### config.mk
export PLATFORM = sky130hd
export DESIGN_NAME = hgsa_hash
export DESIGN_NICKNAME = d
export VERILOG_FILES = /design/src/hw/rtl/hgsa_pkg.sv /design/src/hw/rtl/hgsa_hash.sv
export SDC_FILE = /design/constraint.sdc
export NUM_CORES = 1
export LEC_CHECK = 0
export ABC_AREA = 1
export ABC_CLOCK_PERIOD_IN_PS = 7700
export BUFFER_PORTS_ARGS = -buffer_cell sky130_fd_sc_hd__buf_2
export CAP_MARGIN = 15
export CORE_MARGIN = 1.5
export CORE_UTILIZATION = 29
export CTS_CLUSTER_DIAMETER = 30
export DETAILED_ROUTE_END_ITERATION = 10
export SYNTH_ARGS = -nofsm -noshare
export SYNTH_HDL_FRONTEND = slang
export SYNTH_SLANG_ARGS = --single-unit
export TNS_END_PERCENT = 30
### constraint.sdc
create_clock -name i_clk -period 7.7 [get_ports i_clk]
set_input_delay 1.54 -clock i_clk [delete_from_list [all_inputs] [get_ports i_clk]]
set_output_delay 1.54 -clock i_clk [all_outputs]
set_load 0.02 [all_outputs]
### src/hw/rtl/hgsa_pkg.sv
// Package for the hash group sum aggregator.
// Widths, codes and the memory request types shared by all modules.
// No dependencies.
package hgsa_pkg;

    localparam int SLOTS   = 1024;                 // built table depth
    localparam int SLOT_AW = $clog2(SLOTS);        // slot address bits
    localparam int SLOT_CW = $clog2(SLOTS + 1);    // slot count bits

    localparam int KEY_W    = 32;
    localparam int PRICE_W  = 32;
    localparam int SUM_W    = 48;
    localparam int SIDX_W   = 10;
    localparam int SLOT_W   = 10;
    localparam int STATUS_W = 3;
    localparam int TS_W     = 11;                  // table_slots register
    localparam int ENTRY_W  = KEY_W + SUM_W;

    localparam int IN_TDATA_W  = 80;
    localparam int OUT_TDATA_W = 96;

    localparam int PADDR_W = 3;
    localparam int PDATA_W = 32;
    localparam logic REG_TABLE_SLOTS = 1'b0;       // word index of table_slots
    localparam logic [TS_W-1:0] TABLE_SLOTS_RST = TS_W'(1024);

    localparam logic [31:0] HASH_MUL  = 32'h9e37_79b9;
    localparam logic [KEY_W-1:0] VACANT_KEY = '1;
    localparam logic [SUM_W-1:0] SUM_MAX   = '1;

    // result status codes
    localparam logic [STATUS_W-1:0] STS_UPDATED  = 3'd0;
    localparam logic [STATUS_W-1:0] STS_INSERTED = 3'd1;
    localparam logic [STATUS_W-1:0] STS_FULL     = 3'd2;
    localparam logic [STATUS_W-1:0] STS_RESERVED = 3'd3;
    localparam logic [STATUS_W-1:0] STS_RD_EMPTY = 3'd4;
    localparam logic [STATUS_W-1:0] STS_RD_OCC   = 3'd5;

    localparam logic MODE_ACC  = 1'b0;
    localparam logic MODE_READ = 1'b1;

    typedef struct packed {
        logic               rd_en;
        logic [SLOT_AW-1:0] rd_addr;
        logic               wr_en;
        logic [SLOT_AW-1:0] wr_addr;
        logic [KEY_W-1:0]   wr_key;
        logic [SUM_W-1:0]   wr_sum;
    } t_mem_req;

    typedef struct packed {
        logic [KEY_W-1:0] key;
        logic [SUM_W-1:0] sum;
    } t_mem_rsp;

endpackage

### src/hw/rtl/hgsa_hash.sv
// Two-stage home slot hash: (key * golden ratio) mod 2^32, scaled by slots-1.
// Depends on hgsa_pkg.
module hgsa_hash (
    input  logic                          i_clk,
    input  logic                          i_rst_n,
    input  logic                          i_start,
    input  logic [hgsa_pkg::KEY_W-1:0]    i_key,
    input  logic [hgsa_pkg::SLOT_AW-1:0]  i_s_m1,
    output logic                          o_valid,
    output logic [hgsa_pkg::SLOT_AW-1:0]  o_home
);

    logic [31:0]                   r_p1;
    logic [hgsa_pkg::SLOT_AW-1:0]  r_sm1;
    logic [hgsa_pkg::SLOT_AW-1:0]  r_home;
    logic                          r_v1;
    logic                          r_v2;
    logic [63:0]                   w_p1_full;
    logic [32+hgsa_pkg::SLOT_AW-1:0] w_p2;

    assign w_p1_full = i_key * hgsa_pkg::HASH_MUL;
    assign w_p2      = r_p1 * r_sm1;

    always_ff @(posedge i_clk) begin
        if (!i_rst_n) begin
            r_v1 <= 1'b0;
            r_v2 <= 1'b0;
        end else begin
            r_v1 <= i_start;
            r_v2 <= r_v1;
        end
    end

    always_ff @(posedge i_clk) begin
        if (i_start) begin
            r_p1  <= w_p1_full[31:0];
            r_sm1 <= i_s_m1;
        end
        r_home <= w_p2[32+hgsa_pkg::SLOT_AW-1:32];
    end

    assign o_valid = r_v2;
    assign o_home  = r_home;

endmodule

; ---- After elaboration in Yosys (flattened, before gate mapping)
; Cells that the tools add are included.
[word_totals]
wordCells = 7
in_bits = 45
reg_bits = 54
out_inout_bits = 11
[classes]
multipliers = 2
[ops]
columns = cell, count
row1 = multiplier 32 x 10 -> 42 bit, 1
row2 = "multiplier 32 x 32 -> 32 bit, second input constant", 1

; ---- Longest topological paths before layout
[depth]
word_depth = 1
mapped_depth = 27
ltp_nobuf = 27

; ---- Least setup slack after synthesis
; OpenSTA, ideal clock, no wires.
[synth_path]
path_type = input -> register
from = input i_key[6] in the netlist's numbering
to = register r_p1[29], data pin
cell_stages = 21
setup_slack_ns = 0.596
setup_time_ns = 0.259
arrival_ns = 6.845
cell_sequence = inv_1 fa_1 fa_1 fa_1 fa_1 inv_1 fa_1 inv_1 fa_1 fa_1 fa_1 inv_1 ha_1 a21oi_1 o21ai_1 a21oi_1 nand3_1 a21o_1 nand2_1 nand2_1 xor2_1
[synth_via]
elab_chain_cells = 1
[synth_rtl]
columns = item, line
row1 = from (decl), hgsa_hash.sv:7  ; input logic [hgsa_pkg::KEY_W-1:0] i_key,
row2 = multiplier 32 x 32 -> 32 bit, hgsa_hash.sv:21  ; assign w_p1_full = i_key * hgsa_pkg::HASH_MUL;
row3 = via w_p1_full[29], hgsa_hash.sv:18  ; logic [63:0] w_p1_full;
row4 = to (signal assigned), hgsa_hash.sv:36  ; r_p1 <= w_p1_full[31:0];
row5 = to (decl), hgsa_hash.sv:13  ; logic [31:0] r_p1;
; The timed path passes the listed nets, and every way through them passes these cells.
; A chain may end at the register's enable or synchronous reset.

; ---- Worst setup path after layout
; Same ends and word-level chain as after synthesis.

==> flow_summary.html <==
<table>
<tr><th>Metric</th><th>Value</th></tr>
<tr><th colspan="2">Floorplanning</th></tr>
<tr><td>FP Rows</td><td>99</td></tr>
<tr><td>Die extent in x</td><td>276 um</td></tr>
<tr><td>Die ar.</td><td>76000 um2</td></tr>
<tr><td>Initial standard-cell utilization of the core</td><td>29.4%</td></tr>
<tr><td>Die Y-Extent</td><td>276 um</td></tr>
<tr><td>Core Box Area</td><td>73300 um2</td></tr>
<tr><td>Total I/O pin count</td><td>between 50 and 60</td></tr>
<tr><th colspan="2">Clock network</th></tr>
<tr><td>Deepest level of the CTS H-tree</td><td>2</td></tr>
<tr><td>Root Driver</td><td>clkbuf_16</td></tr>
<tr><td>Post-CTS Setup Repair Bufs</td><td>0</td></tr>
<tr><td>Later-pin clock latency in the skew report</td><td>0.33 ns</td></tr>
<tr><td>Hold-fix buffers at CTS</td><td>0</td></tr>
<tr><td>CTS Sinks</td><td>54</td></tr>
<tr><td>CTS buffer count</td><td>5</td></tr>
<tr><td>Reg clk slew, reported paths</td><td>0.08 ns</td></tr>
<tr><td>CTS tree</td><td>yes</td></tr>
<tr><td>Number of buffers on the longest clock path</td><td>2</td></tr>
<tr><td>PostCTS Resize Cnt</td><td>0</td></tr>
<tr><th colspan="2">Yosys</th></tr>
<tr><td>Mean area per synthesized cell</td><td>8.51 um2</td></tr>
<tr><td>Async S/R FF share, synth</td><td>0%</td></tr>
<tr><td>Number of distinct library cell variants in the gate-level netlist after synthesis</td><td>40</td></tr>
<tr><td>FF+latch count, synth</td><td>54</td></tr>
<tr><td>EDFF count, synth</td><td>42</td></tr>
<tr><td>Dominant synthesized flop cell</td><td>edfxtp_1</td></tr>
<tr><td>Post-synthesis cell count</td><td>2533</td></tr>
<tr><td>Sequential fraction of the synthesis area</td><td>6.96%</td></tr>
<tr><td>Ys Warns</td><td>0</td></tr>
<tr><td>Net count after synthesis</td><td>3321</td></tr>
<tr><td>Post-Syn Area</td><td>21600 um2</td></tr>
<tr><th colspan="2">Setup path</th></tr>
<tr><td>Highest fanout seen on the critical path</td><td>5</td></tr>
<tr><td>Register-to-register path setup slack</td><td>1.60 ns</td></tr>
<tr><td>CP Data Arrival Time</td><td>7.28 ns</td></tr>
<tr><td>Worst Setup End Kind</td><td>register</td></tr>
<tr><td>Kind of start point of the critical path</td><td>primary input</td></tr>
<tr><td>Crit path required time</td><td>7.78 ns</td></tr>
<tr><td>Crit path kind</td><td>primary input to register</td></tr>
<tr><th colspan="2">STA</th></tr>
<tr><td>Total negative setup slack</td><td>0 ns</td></tr>
<tr><td>Achievable Freq</td><td>between 0.1 and 0.15 GHz</td></tr>
<tr><td>Share of the cycle needed by the critical path after routing</td><td>93.5%</td></tr>
<tr><td>Total count of hold-check failures in the final report</td><td>0</td></tr>
<tr><td>Worst-margin pin slew</td><td>between 1 and 1.5 ns</td></tr>
<tr><td>Final Skew</td><td>between 0.01 and 0.015 ns</td></tr>
<tr><td>Unrepaired setup endpoints after global routing</td><td>false</td></tr>
<tr><td>Worst-case headroom to the max-slew limit</td><td>21.2%</td></tr>
<tr><td>Max-slew violations</td><td>0</td></tr>
<tr><td>Count of final setup violators</td><td>0</td></tr>
<tr><td>PnR worst setup slack</td><td>~0.5 ns</td></tr>
<tr><td>Period minus WS final</td><td>7.20 ns</td></tr>
<tr><th colspan="2">Drt</th></tr>
<tr><td>Final wirelength</td><td>54200 um</td></tr>
<tr><td>Wire length on met1</td><td>24600 um</td></tr>
<tr><td>Vias</td><td>15300</td></tr>
<tr><td>Highest metal layer with signal wires</td><td>met4</td></tr>
<tr><td>Met2 wirelength from detailed routing</td><td>26200 um</td></tr>
<tr><td>Number of optimization iterations in the first detailed-route pass</td><td>5</td></tr>
<tr><td>Average routed wire per standard cell</td><td>15.4 um</td></tr>
<tr><td>Met3 wirelength from detailed routing</td><td>2270 um</td></tr>
<tr><td>DRC marker count from the first detailed-route iteration</td><td>about 750</td></tr>
<tr><td>Final ANT Viol Nets</td><td>0</td></tr>
<tr><td>Via-to-Cell Ratio</td><td>4.36</td></tr>
<tr><td>DRC</td><td>0</td></tr>
<tr><th colspan="2">Placed design</th></tr>
<tr><td>Placer congestion estimate</td><td>0.938</td></tr>
<tr><td>DP Area</td><td>around 23000 um2</td></tr>
<tr><td>Inst Count DP</td><td>3509</td></tr>
<tr><td>Buffers added on ports</td><td>55</td></tr>
<tr><td>Pre-CTS worst setup slack</td><td>0.133 ns</td></tr>
<tr><td>Total half-perimeter wirelength after legalization and detailed placement</td><td>47400 um</td></tr>
<tr><th colspan="2">Final layout</th></tr>
<tr><td>Layout net count</td><td>3345</td></tr>
<tr><td>Fraction of final layout cells sized beyond drive strength 1</td><td>4.73%</td></tr>
<tr><td>Final instance count without filler cells</td><td>3517</td></tr>
<tr><td>Most used cells in the layout excluding fill and tap cells</td><td>inv_1 (797), nand2_1 (504), fa_1 (466), ha_1 (277), a21oi_1 (77)</td></tr>
<tr><td>Final non-filler cell area</td><td>23100 um2</td></tr>
<tr><td>Number of diodes added for antenna fixing</td><td>0</td></tr>
<tr><td>Area overhead of the layout relative to synthesis</td><td>7.25%</td></tr>
<tr><td>Most common cell after layout, fill and taps aside</td><td>inv_1</td></tr>
<tr><th colspan="2">Global route</th></tr>
<tr><td>Overflow left after global routing</td><td>0</td></tr>
<tr><td>Initial antenna violation count</td><td>1</td></tr>
<tr><td>Via count of the first global-routing pass</td><td>16900</td></tr>
<tr><td>Pin count of the biggest net entering global routing</td><td>44</td></tr>
<tr><td>Wire length of the first global-routing pass</td><td>89000 um</td></tr>
<tr><td>GRT Overall Usage</td><td>about 15%</td></tr>
<tr><th colspan="2">Outcome</th></tr>
<tr><td>Result of the run</td><td>complete, no violations</td></tr>
<tr><th colspan="2">Job</th></tr>
<tr><td>Maximum Capacitance Violations</td><td>0</td></tr>
<tr><th colspan="2">Min path</th></tr>
<tr><td>Classification of the worst-slack hold path</td><td>register to register</td></tr>
</table>
-- per-layer routing --
metal,up-vias,global-route usage [%]
met2,306,26.3
met3,56,1.66
li1,7390,-
met4,0,3.32
met1,7597,19.8
met5,-,0
-- critical path: stages --
cell and delay (ns):
buf_2 0.10, inv_1 0.17, fa_1 0.46, fa_1 0.42
fa_1 0.46, fa_1 0.53, inv_1 0.07, fa_1 0.50
inv_1 0.06, fa_1 0.55, fa_1 0.43, fa_1 0.48
inv_1 0.04, ha_1 0.35, a21oi_1 0.14, o21ai_1 0.11
a21oi_1 0.21, nand3_1 0.17, a21o_1 0.21, nand2_1 0.06
nand2_1 0.06, xor2_1 0.14
-- Yosys cell counts, types with 7 or more instances --
| cell | instances | share of area, % |
|---|---|---|
| nor2_1 | 62 | 1.1 |
| inv_1 | 797 | 14 |
| o21ai_1 | 14 | 0.32 |
| a21oi_1 | 77 | 1.8 |
| edfxtp_1 | 42 | 5.8 |
| xor2_1 | 36 | 1.5 |
| xnor2_1 | 19 | 0.77 |
| nor3_1 | 9 | 0.21 |
| dfxtp_1 | 12 | 1.1 |
| nand4_1 | 12 | 0.35 |
| fa_1 | 466 | 43 |
| o21ai_0 | 33 | 0.77 |
| inv_2 | 15 | 0.26 |
| ha_1 | 277 | 16 |
| clkbuf_1 | 58 | 1.0 |
| a21o_1 | 7 | 0.24 |
| nand2_1 | 504 | 8.8 |
| nand3_1 | 42 | 0.97 |
-- worst paths after layout --
path / cells past startpoint / startpoint / endpoint
worst max register to register: 20 / r_sm1[1] / o_home[6]
worst min register to register: 2 / r_v1 / o_valid
worst min-delay path: 2 / r_v1 / o_valid
worst max-delay path: 22 / i_key[6] / r_p1[29]
-- logic make-up (layout without fill, tap and decap cells) --
kind of cell | count (synthesis) | in the layout | share of synthesized area [%]
simple gates | 655 | 655 | 12.4
fa+ha+maj | 743 | 743 | 59.3
compound gates | 152 | 152 | 3.87
flops | 54 | 54 | 6.96
xor+xnor | 55 | 55 | 2.23
buf+inv | 874 | 899 | 15.2
-- layout make-up --
cell class	instances	area (um2)
clock inverter	3	20.0
multi-input combinational	1605	16800
fill	7806	50200
tap	959	1200
timing repair buffer	79	455
inverter	812	3050
clock buffer	5	125
sequential	54	1500
-- registers in the layout, indices dropped and copies added, names as in the netlist --
register,flops
o_home,10
r_v1,1
r_p1,32
o_valid,1
r_sm1,10
-- through the flow --
step | hold slack (ns) | util (%)
finish | 0.420 | 31.5
global route | 0.443 | 31.5
CTS | 0.422 | 31.5
detailed placement | 0.422 | 31.3
global placement | 0.398 | 31.3
floorplan | 0.390 | -
Power is left out: the tool's default activity adds up to more than one toggle a clock period on the data nets, which glitch-free logic cannot reach.
